File: config.mk
export PLATFORM = sky130hd
export DESIGN_NAME = positional_circular_list_engine_unit
export DESIGN_NICKNAME = d
export VERILOG_FILES = /design/src/hdl/pcle_pkg.sv /design/src/hdl/pcle_node_store.sv /design/src/hdl/pcle_free_stack.sv /design/src/hdl/pcle_ctrl.sv /design/src/hdl/positional_circular_list_engine_unit.sv
export VERILOG_INCLUDE_DIRS = /design/src /design/src/hdl
export SDC_FILE = /design/constraint.sdc
export NUM_CORES = 2
export LEC_CHECK = 0
export BUFFER_PORTS_ARGS = -buffer_cell sky130_fd_sc_hd__buf_2
export CELL_PAD_IN_SITES_DETAIL_PLACEMENT = 1
export CELL_PAD_IN_SITES_GLOBAL_PLACEMENT = 1
export CORE_ASPECT_RATIO = 1.1
export CORE_MARGIN = 5
export CORE_UTILIZATION = 44
export CTS_CLUSTER_DIAMETER = 50
export DETAILED_ROUTE_END_ITERATION = 8
export PLACE_DENSITY_LB_ADDON = 0.08
export SYNTH_ARGS = -nofsm -noshare
export SYNTH_HDL_FRONTEND = slang
export SYNTH_HIERARCHICAL = 1
export SYNTH_SLANG_ARGS = --single-unit
File: constraint.sdc
create_clock -name clk -period 4.1 [get_ports clk]
set_clock_uncertainty 0.15 [all_clocks]
set_input_delay 0.82 -clock clk [delete_from_list [all_inputs] [get_ports clk]]
set_output_delay 0.82 -clock clk [all_outputs]
set_load 0.02 [all_outputs]
File: src/hdl/assert_macros.svh
// ----------------------------------------------------------------------------
// assert_macros.svh
// Assertion macros shared by the blocks that check their own logic.
// ----------------------------------------------------------------------------
`ifndef ASSERT_MACROS_SVH
`define ASSERT_MACROS_SVH

// Checks that a condition holds at every clock edge outside reset.
`define ASSERT_ALWAYS(lbl, clk, rstn, cond) \
	lbl: assert property (@(posedge clk) disable iff (!(rstn)) (cond)) \
		else $error("assertion failed");

// Checks that the consequent holds in the same cycle as the antecedent.
`define ASSERT_IMPL(lbl, clk, rstn, ante, cons) \
	lbl: assert property (@(posedge clk) disable iff (!(rstn)) (ante) |-> (cons)) \
		else $error("assertion failed");

`endif

File: src/hdl/pcle_pkg.sv
// ----------------------------------------------------------------------------
// pcle_pkg
// Types, codes and helpers shared by the positional circular list engine.
// ----------------------------------------------------------------------------
package pcle_pkg;

	localparam int CAPACITY = 32;
	localparam int IDX_W    = $clog2(CAPACITY);
	localparam int CNT_W    = 6;
	localparam int VAL_W    = 32;

	typedef logic [IDX_W-1:0]        idx_t;
	typedef logic [CNT_W-1:0]        cnt_t;
	typedef logic signed [VAL_W-1:0] val_t;

	// Command codes.
	localparam logic [1:0] CMD_INSERT = 2'd0;
	localparam logic [1:0] CMD_DELETE = 2'd1;
	localparam logic [1:0] CMD_DUMP   = 2'd2;

	// Result status codes.
	localparam logic [1:0] ST_OK     = 2'd0;
	localparam logic [1:0] ST_BADPOS = 2'd1;
	localparam logic [1:0] ST_FULL   = 2'd2;
	localparam logic [1:0] ST_EMPTY  = 2'd3;

	typedef struct packed {
		logic en;
		idx_t addr;
	} node_rd_req_t;

	typedef struct packed {
		val_t value;
		idx_t nxt;
		idx_t prv;
	} node_rd_t;

	typedef struct packed {
		logic val_en;
		idx_t val_addr;
		val_t val_data;
		logic nxt_en;
		idx_t nxt_addr;
		idx_t nxt_data;
		logic prv_en;
		idx_t prv_addr;
		idx_t prv_data;
	} node_wr_t;

	typedef struct packed {
		logic pop;
		logic push;
		idx_t push_idx;
	} fs_req_t;

	typedef struct packed {
		idx_t pop_idx;
		logic empty;
		cnt_t top;
	} fs_rsp_t;

	typedef struct packed {
		logic busy;
		cnt_t elem_count;
	} ctrl_stat_t;

	// Maps an out-of-range link to slot zero.
	function automatic idx_t slot(input idx_t x);
		slot = (int'(x) < CAPACITY) ? x : idx_t'(0);
	endfunction

endpackage

File: src/hdl/pcle_node_store.sv
// ----------------------------------------------------------------------------
// pcle_node_store
// Node memories: value, next link and previous link, one read port shared
// by all three with registered read data, and one write port per memory.
// ----------------------------------------------------------------------------
module pcle_node_store (
	input  logic                   clk,
	input  pcle_pkg::node_rd_req_t rd_req,
	input  pcle_pkg::node_wr_t     wr,
	output pcle_pkg::node_rd_t     rd
);

	pcle_pkg::val_t val_mem [pcle_pkg::CAPACITY];
	pcle_pkg::idx_t nxt_mem [pcle_pkg::CAPACITY];
	pcle_pkg::idx_t prv_mem [pcle_pkg::CAPACITY];

	always_ff @(posedge clk) begin
		if (wr.val_en) begin
			val_mem[wr.val_addr] <= wr.val_data;
		end
		if (wr.nxt_en) begin
			nxt_mem[wr.nxt_addr] <= wr.nxt_data;
		end
		if (wr.prv_en) begin
			prv_mem[wr.prv_addr] <= wr.prv_data;
		end
	end

	// Read data holds when no read is issued, so a stalled dump keeps its item.
	always_ff @(posedge clk) begin
		if (rd_req.en) begin
			rd.value <= val_mem[rd_req.addr];
			rd.nxt   <= nxt_mem[rd_req.addr];
			rd.prv   <= prv_mem[rd_req.addr];
		end
	end

endmodule

File: src/hdl/pcle_free_stack.sv
// ----------------------------------------------------------------------------
// pcle_free_stack
// Stack of free node slots in a synchronous memory. Pop data is registered and
// appears in the cycle after the pop. A low-water mark stands in for the reset contents.
// ----------------------------------------------------------------------------
module pcle_free_stack (
	input  logic              clk,
	input  logic              arst_n,
	input  pcle_pkg::fs_req_t req,
	output pcle_pkg::fs_rsp_t rsp
);

	pcle_pkg::idx_t mem [pcle_pkg::CAPACITY];
	pcle_pkg::cnt_t top_q;
	pcle_pkg::cnt_t low_q;
	logic           fresh_s1;
	pcle_pkg::idx_t idx_s1;
	pcle_pkg::idx_t rd_s1;
	pcle_pkg::idx_t pop_addr;
	logic           push_ok;

	assign pop_addr = pcle_pkg::idx_t'(top_q - pcle_pkg::cnt_t'(1));
	assign push_ok  = req.push && (int'(top_q) < pcle_pkg::CAPACITY);

	// Pops and pushes never share a cycle, and a pop never reads the entry
	// written in the same cycle, so no forwarding is needed.
	always_ff @(posedge clk) begin
		if (push_ok) begin
			mem[top_q[pcle_pkg::IDX_W-1:0]] <= req.push_idx;
		end
		if (req.pop) begin
			rd_s1 <= mem[pop_addr];
		end
	end

	// Entries below the lowest top ever reached have never been written and
	// still hold their reset contents, which descend from the top slot.
	always_ff @(posedge clk or negedge arst_n) begin
		if (!arst_n) begin
			top_q    <= pcle_pkg::cnt_t'(pcle_pkg::CAPACITY);
			low_q    <= pcle_pkg::cnt_t'(pcle_pkg::CAPACITY);
			fresh_s1 <= 1'b0;
			idx_s1   <= '0;
		end else begin
			if (req.pop) begin
				top_q    <= top_q - pcle_pkg::cnt_t'(1);
				fresh_s1 <= ({1'b0, pop_addr} < low_q);
				idx_s1   <= pop_addr;
				if ({1'b0, pop_addr} < low_q) begin
					low_q <= {1'b0, pop_addr};
				end
			end else if (push_ok) begin
				top_q <= top_q + pcle_pkg::cnt_t'(1);
			end
		end
	end

	assign rsp.pop_idx = fresh_s1 ? (pcle_pkg::idx_t'(pcle_pkg::CAPACITY - 1) - idx_s1) : rd_s1;
	assign rsp.empty   = (top_q == '0);
	assign rsp.top     = top_q;

endmodule

File: src/hdl/pcle_ctrl.sv
// ----------------------------------------------------------------------------
// pcle_ctrl
// Sequencer: decodes commands, walks the ring through the node store,
// rewrites links, keeps head, tail and count, and holds the output register.
// ----------------------------------------------------------------------------
module pcle_ctrl (
	input  logic                   clk,
	input  logic                   arst_n,
	input  logic                   in_valid,
	output logic                   in_stall,
	input  logic [1:0]             command,
	input  logic [5:0]             position,
	input  pcle_pkg::val_t         value,
	output logic                   out_valid,
	input  logic                   out_stall,
	output logic [1:0]             status,
	output pcle_pkg::val_t         element,
	output pcle_pkg::cnt_t         count,
	output logic                   last,
	output pcle_pkg::node_rd_req_t node_rq,
	output pcle_pkg::node_wr_t     node_wr,
	input  pcle_pkg::node_rd_t     node_rd,
	output pcle_pkg::fs_req_t      fs_rq,
	input  pcle_pkg::fs_rsp_t      fs_rsp,
	output pcle_pkg::ctrl_stat_t   stat
);

	typedef enum logic [3:0] {
		S_IDLE,
		S_POPW,
		S_WALK,
		S_WSTEP,
		S_RDT,
		S_TGT,
		S_INS_B,
		S_RESP,
		S_DRD,
		S_DOUT
	} state_t;

	state_t         state_q;
	logic           is_ins_q;
	logic [5:0]     pos_q;
	pcle_pkg::val_t val_q;
	pcle_pkg::idx_t head_q;
	pcle_pkg::idx_t tail_q;
	pcle_pkg::cnt_t count_q;
	pcle_pkg::idx_t cur_q;
	pcle_pkg::cnt_t steps_q;
	pcle_pkg::idx_t new_q;
	pcle_pkg::idx_t pred_q;
	pcle_pkg::idx_t succ_q;
	logic [1:0]     status_q;
	pcle_pkg::cnt_t rem_q;

	logic           out_free;
	logic           out_load;
	logic           ins_bad;
	logic           ins_full;
	logic           del_bad;
	pcle_pkg::idx_t walk_nxt;
	pcle_pkg::idx_t del_pred;

	assign out_free = !out_valid || !out_stall;
	assign out_load = out_free && ((state_q == S_RESP) || (state_q == S_DOUT));
	assign ins_bad  = (position == '0) || ({1'b0, position} > ({1'b0, count_q} + 7'd1));
	assign ins_full = fs_rsp.empty || (int'(count_q) >= pcle_pkg::CAPACITY);
	assign del_bad  = (position == '0) || (position > count_q);
	assign walk_nxt = pcle_pkg::slot(node_rd.nxt);
	assign del_pred = pcle_pkg::slot(node_rd.prv);
	assign in_stall = (state_q != S_IDLE);
	assign stat.busy       = (state_q != S_IDLE);
	assign stat.elem_count = count_q;

	// Memory requests. The sequence never reads an entry in the cycle it is
	// written, which keeps the read-modify-write free of hazards.
	always_comb begin
		node_rq = '0;
		node_wr = '0;
		fs_rq   = '0;
		unique case (state_q)
			S_IDLE: begin
				fs_rq.pop = in_valid && (command == pcle_pkg::CMD_INSERT) && !ins_bad && !ins_full;
			end
			S_POPW: begin
				if (count_q == '0) begin
					node_wr.val_en   = 1'b1;
					node_wr.val_addr = fs_rsp.pop_idx;
					node_wr.val_data = val_q;
					node_wr.nxt_en   = 1'b1;
					node_wr.nxt_addr = fs_rsp.pop_idx;
					node_wr.nxt_data = fs_rsp.pop_idx;
					node_wr.prv_en   = 1'b1;
					node_wr.prv_addr = fs_rsp.pop_idx;
					node_wr.prv_data = fs_rsp.pop_idx;
				end
			end
			S_WALK: begin
				node_rq.en   = (steps_q != '0);
				node_rq.addr = cur_q;
			end
			S_WSTEP: begin
				node_rq.en   = (steps_q != '0);
				node_rq.addr = walk_nxt;
			end
			S_RDT, S_DRD: begin
				node_rq.en   = 1'b1;
				node_rq.addr = cur_q;
			end
			S_TGT: begin
				if (is_ins_q) begin
					node_wr.val_en   = 1'b1;
					node_wr.val_addr = new_q;
					node_wr.val_data = val_q;
					node_wr.nxt_en   = 1'b1;
					node_wr.nxt_addr = new_q;
					node_wr.nxt_data = walk_nxt;
					node_wr.prv_en   = 1'b1;
					node_wr.prv_addr = new_q;
					node_wr.prv_data = cur_q;
				end else begin
					fs_rq.push     = 1'b1;
					fs_rq.push_idx = cur_q;
					if (count_q != pcle_pkg::cnt_t'(1)) begin
						node_wr.nxt_en   = 1'b1;
						node_wr.nxt_addr = del_pred;
						node_wr.nxt_data = walk_nxt;
						node_wr.prv_en   = 1'b1;
						node_wr.prv_addr = walk_nxt;
						node_wr.prv_data = del_pred;
					end
				end
			end
			S_INS_B: begin
				node_wr.nxt_en   = 1'b1;
				node_wr.nxt_addr = pred_q;
				node_wr.nxt_data = new_q;
				node_wr.prv_en   = 1'b1;
				node_wr.prv_addr = succ_q;
				node_wr.prv_data = new_q;
			end
			S_DOUT: begin
				node_rq.en   = out_free && (rem_q != pcle_pkg::cnt_t'(1));
				node_rq.addr = walk_nxt;
			end
			S_RESP: begin
			end
			default: begin
			end
		endcase
	end

	always_ff @(posedge clk or negedge arst_n) begin
		if (!arst_n) begin
			state_q   <= S_IDLE;
			is_ins_q  <= 1'b0;
			head_q    <= '0;
			tail_q    <= '0;
			count_q   <= '0;
			out_valid <= 1'b0;
		end else begin
			if (out_load) begin
				out_valid <= 1'b1;
			end else if (!out_stall) begin
				out_valid <= 1'b0;
			end
			unique case (state_q)
				S_IDLE: begin
					if (in_valid) begin
						pos_q    <= position;
						val_q    <= value;
						cur_q    <= head_q;
						status_q <= pcle_pkg::ST_BADPOS;
						state_q  <= S_RESP;
						case (command)
							pcle_pkg::CMD_INSERT: begin
								is_ins_q <= 1'b1;
								if (!ins_bad && ins_full) begin
									status_q <= pcle_pkg::ST_FULL;
								end else if (!ins_bad) begin
									state_q <= S_POPW;
								end
							end
							pcle_pkg::CMD_DELETE: begin
								is_ins_q <= 1'b0;
								if (!del_bad) begin
									steps_q <= position - pcle_pkg::cnt_t'(1);
									state_q <= S_WALK;
								end
							end
							pcle_pkg::CMD_DUMP: begin
								if (count_q == '0) begin
									status_q <= pcle_pkg::ST_EMPTY;
								end else begin
									rem_q   <= count_q;
									state_q <= S_DRD;
								end
							end
							default: begin
							end
						endcase
					end
				end
				S_POPW: begin
					new_q <= fs_rsp.pop_idx;
					if (count_q == '0) begin
						head_q   <= fs_rsp.pop_idx;
						tail_q   <= fs_rsp.pop_idx;
						count_q  <= pcle_pkg::cnt_t'(1);
						status_q <= pcle_pkg::ST_OK;
						state_q  <= S_RESP;
					end else if (pos_q == 6'd1) begin
						cur_q   <= tail_q;
						state_q <= S_RDT;
					end else begin
						cur_q   <= head_q;
						steps_q <= pos_q - pcle_pkg::cnt_t'(2);
						state_q <= S_WALK;
					end
				end
				S_WALK: begin
					if (steps_q == '0) begin
						state_q <= S_RDT;
					end else begin
						steps_q <= steps_q - pcle_pkg::cnt_t'(1);
						state_q <= S_WSTEP;
					end
				end
				S_WSTEP: begin
					// Each cycle follows one next link; the address comes
					// straight from the previous read.
					cur_q <= walk_nxt;
					if (steps_q == '0) begin
						state_q <= S_RDT;
					end else begin
						steps_q <= steps_q - pcle_pkg::cnt_t'(1);
					end
				end
				S_RDT: begin
					state_q <= S_TGT;
				end
				S_TGT: begin
					if (is_ins_q) begin
						pred_q  <= cur_q;
						succ_q  <= walk_nxt;
						state_q <= S_INS_B;
					end else begin
						if (count_q == pcle_pkg::cnt_t'(1)) begin
							head_q <= '0;
							tail_q <= '0;
						end else begin
							if (pos_q == 6'd1) begin
								head_q <= walk_nxt;
							end
							if (pos_q == count_q) begin
								tail_q <= del_pred;
							end
						end
						count_q  <= count_q - pcle_pkg::cnt_t'(1);
						status_q <= pcle_pkg::ST_OK;
						state_q  <= S_RESP;
					end
				end
				S_INS_B: begin
					if (pos_q == 6'd1) begin
						head_q <= new_q;
					end
					if (pos_q == (count_q + pcle_pkg::cnt_t'(1))) begin
						tail_q <= new_q;
					end
					count_q  <= count_q + pcle_pkg::cnt_t'(1);
					status_q <= pcle_pkg::ST_OK;
					state_q  <= S_RESP;
				end
				S_RESP: begin
					if (out_free) begin
						status    <= status_q;
						element   <= '0;
						count     <= count_q;
						last      <= 1'b1;
						state_q   <= S_IDLE;
					end
				end
				S_DRD: begin
					state_q <= S_DOUT;
				end
				S_DOUT: begin
					if (out_free) begin
						status    <= pcle_pkg::ST_OK;
						element   <= node_rd.value;
						count     <= count_q;
						last      <= (rem_q == pcle_pkg::cnt_t'(1));
						if (rem_q == pcle_pkg::cnt_t'(1)) begin
							state_q <= S_IDLE;
						end else begin
							cur_q <= walk_nxt;
							rem_q <= rem_q - pcle_pkg::cnt_t'(1);
						end
					end
				end
				default: begin
					state_q <= S_IDLE;
				end
			endcase
		end
	end

endmodule

File: src/hdl/positional_circular_list_engine_unit.sv
// ----------------------------------------------------------------------------
// positional_circular_list_engine_unit
// Ordered list of signed 32-bit values kept as a doubly linked ring.
// ----------------------------------------------------------------------------
// Input channel (in_valid / in_stall) carries command, position and value.
// Insert places value at one-based position 1..count+1, delete removes the
// item at position 1..count, dump emits every value from head to tail.
// Output channel (out_valid / out_stall) carries status, element, count and
// last. Insert, delete and every rejected command give one item with last
// set; a dump gives one item per stored value, last on the final one.
// One item is processed at a time; in_stall is high until its final result
// has been loaded into the output register.
// A rejected command goes straight to its response. A delete, or an insert at
// position p >= 2, walks the links through the single read port of the node
// store, one link per cycle; an insert at position 1 reads the tail instead,
// and an insert into an empty list reads nothing. A dump reads one node per
// output item.
// While out_valid and out_stall are high the result register holds and a dump waits.
// Reset empties the list and frees every node; no clearing pass is needed.
// ----------------------------------------------------------------------------
`include "assert_macros.svh"

module positional_circular_list_engine_unit (
	input  logic                 clk,
	input  logic                 arst_n,
	input  logic                 in_valid,
	output logic                 in_stall,
	input  logic [1:0]           command,
	input  logic [5:0]           position,
	input  logic signed [31:0]   value,
	output logic                 out_valid,
	input  logic                 out_stall,
	output logic [1:0]           status,
	output logic signed [31:0]   element,
	output logic [5:0]           count,
	output logic                 last
);

	pcle_pkg::node_rd_req_t node_rq;
	pcle_pkg::node_wr_t     node_wr;
	pcle_pkg::node_rd_t     node_rd;
	pcle_pkg::fs_req_t      fs_rq;
	pcle_pkg::fs_rsp_t      fs_rsp;
	pcle_pkg::ctrl_stat_t   stat;

	pcle_node_store u_nodes (
		.clk    (clk),
		.rd_req (node_rq),
		.wr     (node_wr),
		.rd     (node_rd)
	);

	pcle_free_stack u_free (
		.clk    (clk),
		.arst_n (arst_n),
		.req    (fs_rq),
		.rsp    (fs_rsp)
	);

	pcle_ctrl u_ctrl (
		.clk       (clk),
		.arst_n    (arst_n),
		.in_valid  (in_valid),
		.in_stall  (in_stall),
		.command   (command),
		.position  (position),
		.value     (value),
		.out_valid (out_valid),
		.out_stall (out_stall),
		.status    (status),
		.element   (element),
		.count     (count),
		.last      (last),
		.node_rq   (node_rq),
		.node_wr   (node_wr),
		.node_rd   (node_rd),
		.fs_rq     (fs_rq),
		.fs_rsp    (fs_rsp),
		.stat      (stat)
	);

	// Between items every node is either linked or on the free stack.
	`ASSERT_IMPL(a_nodes_conserved, clk, arst_n, !stat.busy, (int'(stat.elem_count) + int'(fs_rsp.top)) == pcle_pkg::CAPACITY)
	// Error and empty results are single items with a zero element.
	`ASSERT_IMPL(a_status_single, clk, arst_n, out_valid && (status != pcle_pkg::ST_OK), last && (element == '0))
	// A slot is only taken from the free stack when one is there.
	`ASSERT_ALWAYS(a_pop_nonempty, clk, arst_n, !fs_rq.pop || !fs_rsp.empty)

endmodule
==> metrics <==
outcome=finished clean; final std cells w/o fill=6691; fin crit share=0.9130; Initial DRT Pass Iterations=5; Fmax=267.1 MHz; post-route ant nets=0; clock buffer depth=3; Hold WC Path Type=primary input to flip-flop; CTS tree=done; RSZ-0062 raised after global routing=no; layout cell share with drive strength beyond 1=0.1653; CTS root buffer=clkbuf_16; reg2reg end=u_nodes/prv_mem[21][0]; die span in y=around 420 um; CP Max Fanout=16; hold_ws=131.3 ps; Reg2Reg Setup Slack=360 ps; fin nets=approximately 4500; Hold Fails Final Rpt=0; clock sink count=1704; WL final=between 150000 and 200000 um; YS warnings=6; Critical Path RT=4390 ps; power per cell area=716.8 mW/mm^2; Avg Cell Area, Syn=16.61 um^2; slew margin rel.=0.3415; fillcell total=between 10000 and 15000; Final WS setup=356.5 ps; dpl hpwl=117900 um; initial antenna violation count=3; Worst-Skew Late Latency=820 ps; die area=0.1642 mm^2; reg2reg start=u_ctrl/state_q[2]; Hold Crit Endpoint=u_ctrl/pos_q[0]; post-DR vias/cell=5.691; post-CTS setup repair buffer count=0; footprint of the multi-input gates=0.01665 mm^2; hold path depth=1; largest net degree at the start of global routing=62; row count=152; GRT overflow=0; area delta synth->final=15.86%; Worst-path clk slew=about 60 ps; Slew @ Worst Pin=984.1 ps; Final setup violation count=0; vias in the first global route=between 40000 and 50000; Initial Utilization=0.4412; gr usage total=0.2349; Reg area=roughly 0.051 mm^2; Ports=87; global-route wire length before repair=approximately 280000 um; Mapped Cells=4138; chip width=386.8 um; commonest non-fill, non-tap cells in the layout=1664 x edfxtp_1, 700 x mux2i_1, 211 x nand2_1; Arr. time, crit path=4030 ps; DP Cell Count=roughly 6300; CTS H-tree lvls=4; Peak VDD IR=roughly 0.00044 V; Final Max Slew Viols=0; Post-Syn Area=0.06872 mm^2; crit path capture type=flip-flop; hold path start=position[0]; core region area=0.1558 mm^2; startpoint types=flip-flop; Post-Syn Nets=4211; leading cell type in the layout, fill and taps excluded=edfxtp_1; Post-Place Worst Slack=368.0 ps; Max-cap violations=0; DRC violations left=0; CP Class=flip-flop to flip-flop; worst r2r path cells=7; CTS buffer count=185; routability cong.=0.8122; WL/cell=29.16 um; via count=38079; Pleak=0.02570 uW; initial DRC count=2776; fin crit period=~3700 ps; PortBufs=86
power breakdown:
group / internal (uW) / leakage, uW / switching (uW)
logic: 7430 / 0.00781 / 12500
clock network: 9020 / 0.00284 / 6850
registers: 20600 / 0.0150 / 617
metrics by stage:
step | total power [uW] | cell area, um^2 | setup TNS, ps | util
finish | 57070 | 79610 | 0 | 0.5111
global route | 59550 | 79610 | 0 | 0.5111
CTS | 57610 | 79610 | 0 | 0.5111
detailed placement | 41630 | 73540 | 0 | 0.4722
global placement | 41480 | 73540 | 0 | 0.4722
floorplan | 34370 | 68730 | -29380 | -
how the worst max path moves through the flow:
stage | end | cells after the start | slack [ps] | start
2_1_floorplan | u_nodes/val_mem[28][0] | 9 | -120 | u_ctrl/count_q[5]
3_3_place_gp | u_nodes/nxt_mem[0][0] | 9 | 380 | u_ctrl/count_q[4]
3_5_place_dp | u_nodes/prv_mem[21][3] | 7 | 370 | u_ctrl/state_q[2]
4_1_cts | u_free/low_q[0] | 12 | 340 | u_ctrl/count_q[2]
5_1_grt | u_free/low_q[0] | 12 | 30 | u_ctrl/count_q[2]
6_report | u_nodes/prv_mem[21][0] | 7 | 360 | u_ctrl/state_q[2]
what timing repair did:
item                       in CTS  in global routing
hold buffers                   28                  0
setup endpoints to repair       0                  3
gates resized for setup         0                  1
hold endpoints to repair       34                  0
per-layer routing:
metal	wire length [um]	up-vias	global-route usage	share of wire
li1	-	16863	-	-
met1	85100	20121	0.3176	0.44
met2	98400	837	0.4079	0.50
met3	7518	258	0.02969	0.039
met4	4071	0	0.05638	0.021
met5	0	-	0	0
sequential cells by signal, indices dropped and copies added, names as in the netlist, 6 cells and up:
| signal | flops |
|---|---|
| u_ctrl/count | 6 |
| u_ctrl/count_q | 6 |
| u_ctrl/element | 32 |
| u_ctrl/pos_q | 6 |
| u_ctrl/rem_q | 6 |
| u_ctrl/steps_q | 6 |
| u_ctrl/val_q | 32 |
| u_free/low_q | 6 |
| u_free/mem | 160 |
| u_free/top_q | 6 |
| u_nodes/nxt_mem | 160 |
| u_nodes/prv_mem | 160 |
| u_nodes/rd | 42 |
| u_nodes/val_mem | 1024 |
cell type report:
class	count	share of cell area
clock buffers	223	0.06139
well taps	2079	0.03267
flip-flops and latches	1704	0.6402
inverters	50	0.002357
clock inverters	116	0.01124
diodes	1	0.00003143
repair buffers	363	0.04294
multi-input cells	2155	0.2091
worst max-delay path: stages (launching register included):
cell	delay (ps)
dfrtp_1	550
nand2b_1	240
nor2_1	760
buf_4	410
nand2_1	110
o211ai_1	290
nand3b_1	350
nor2_1	510
Power figures use the tool's default switching activity.
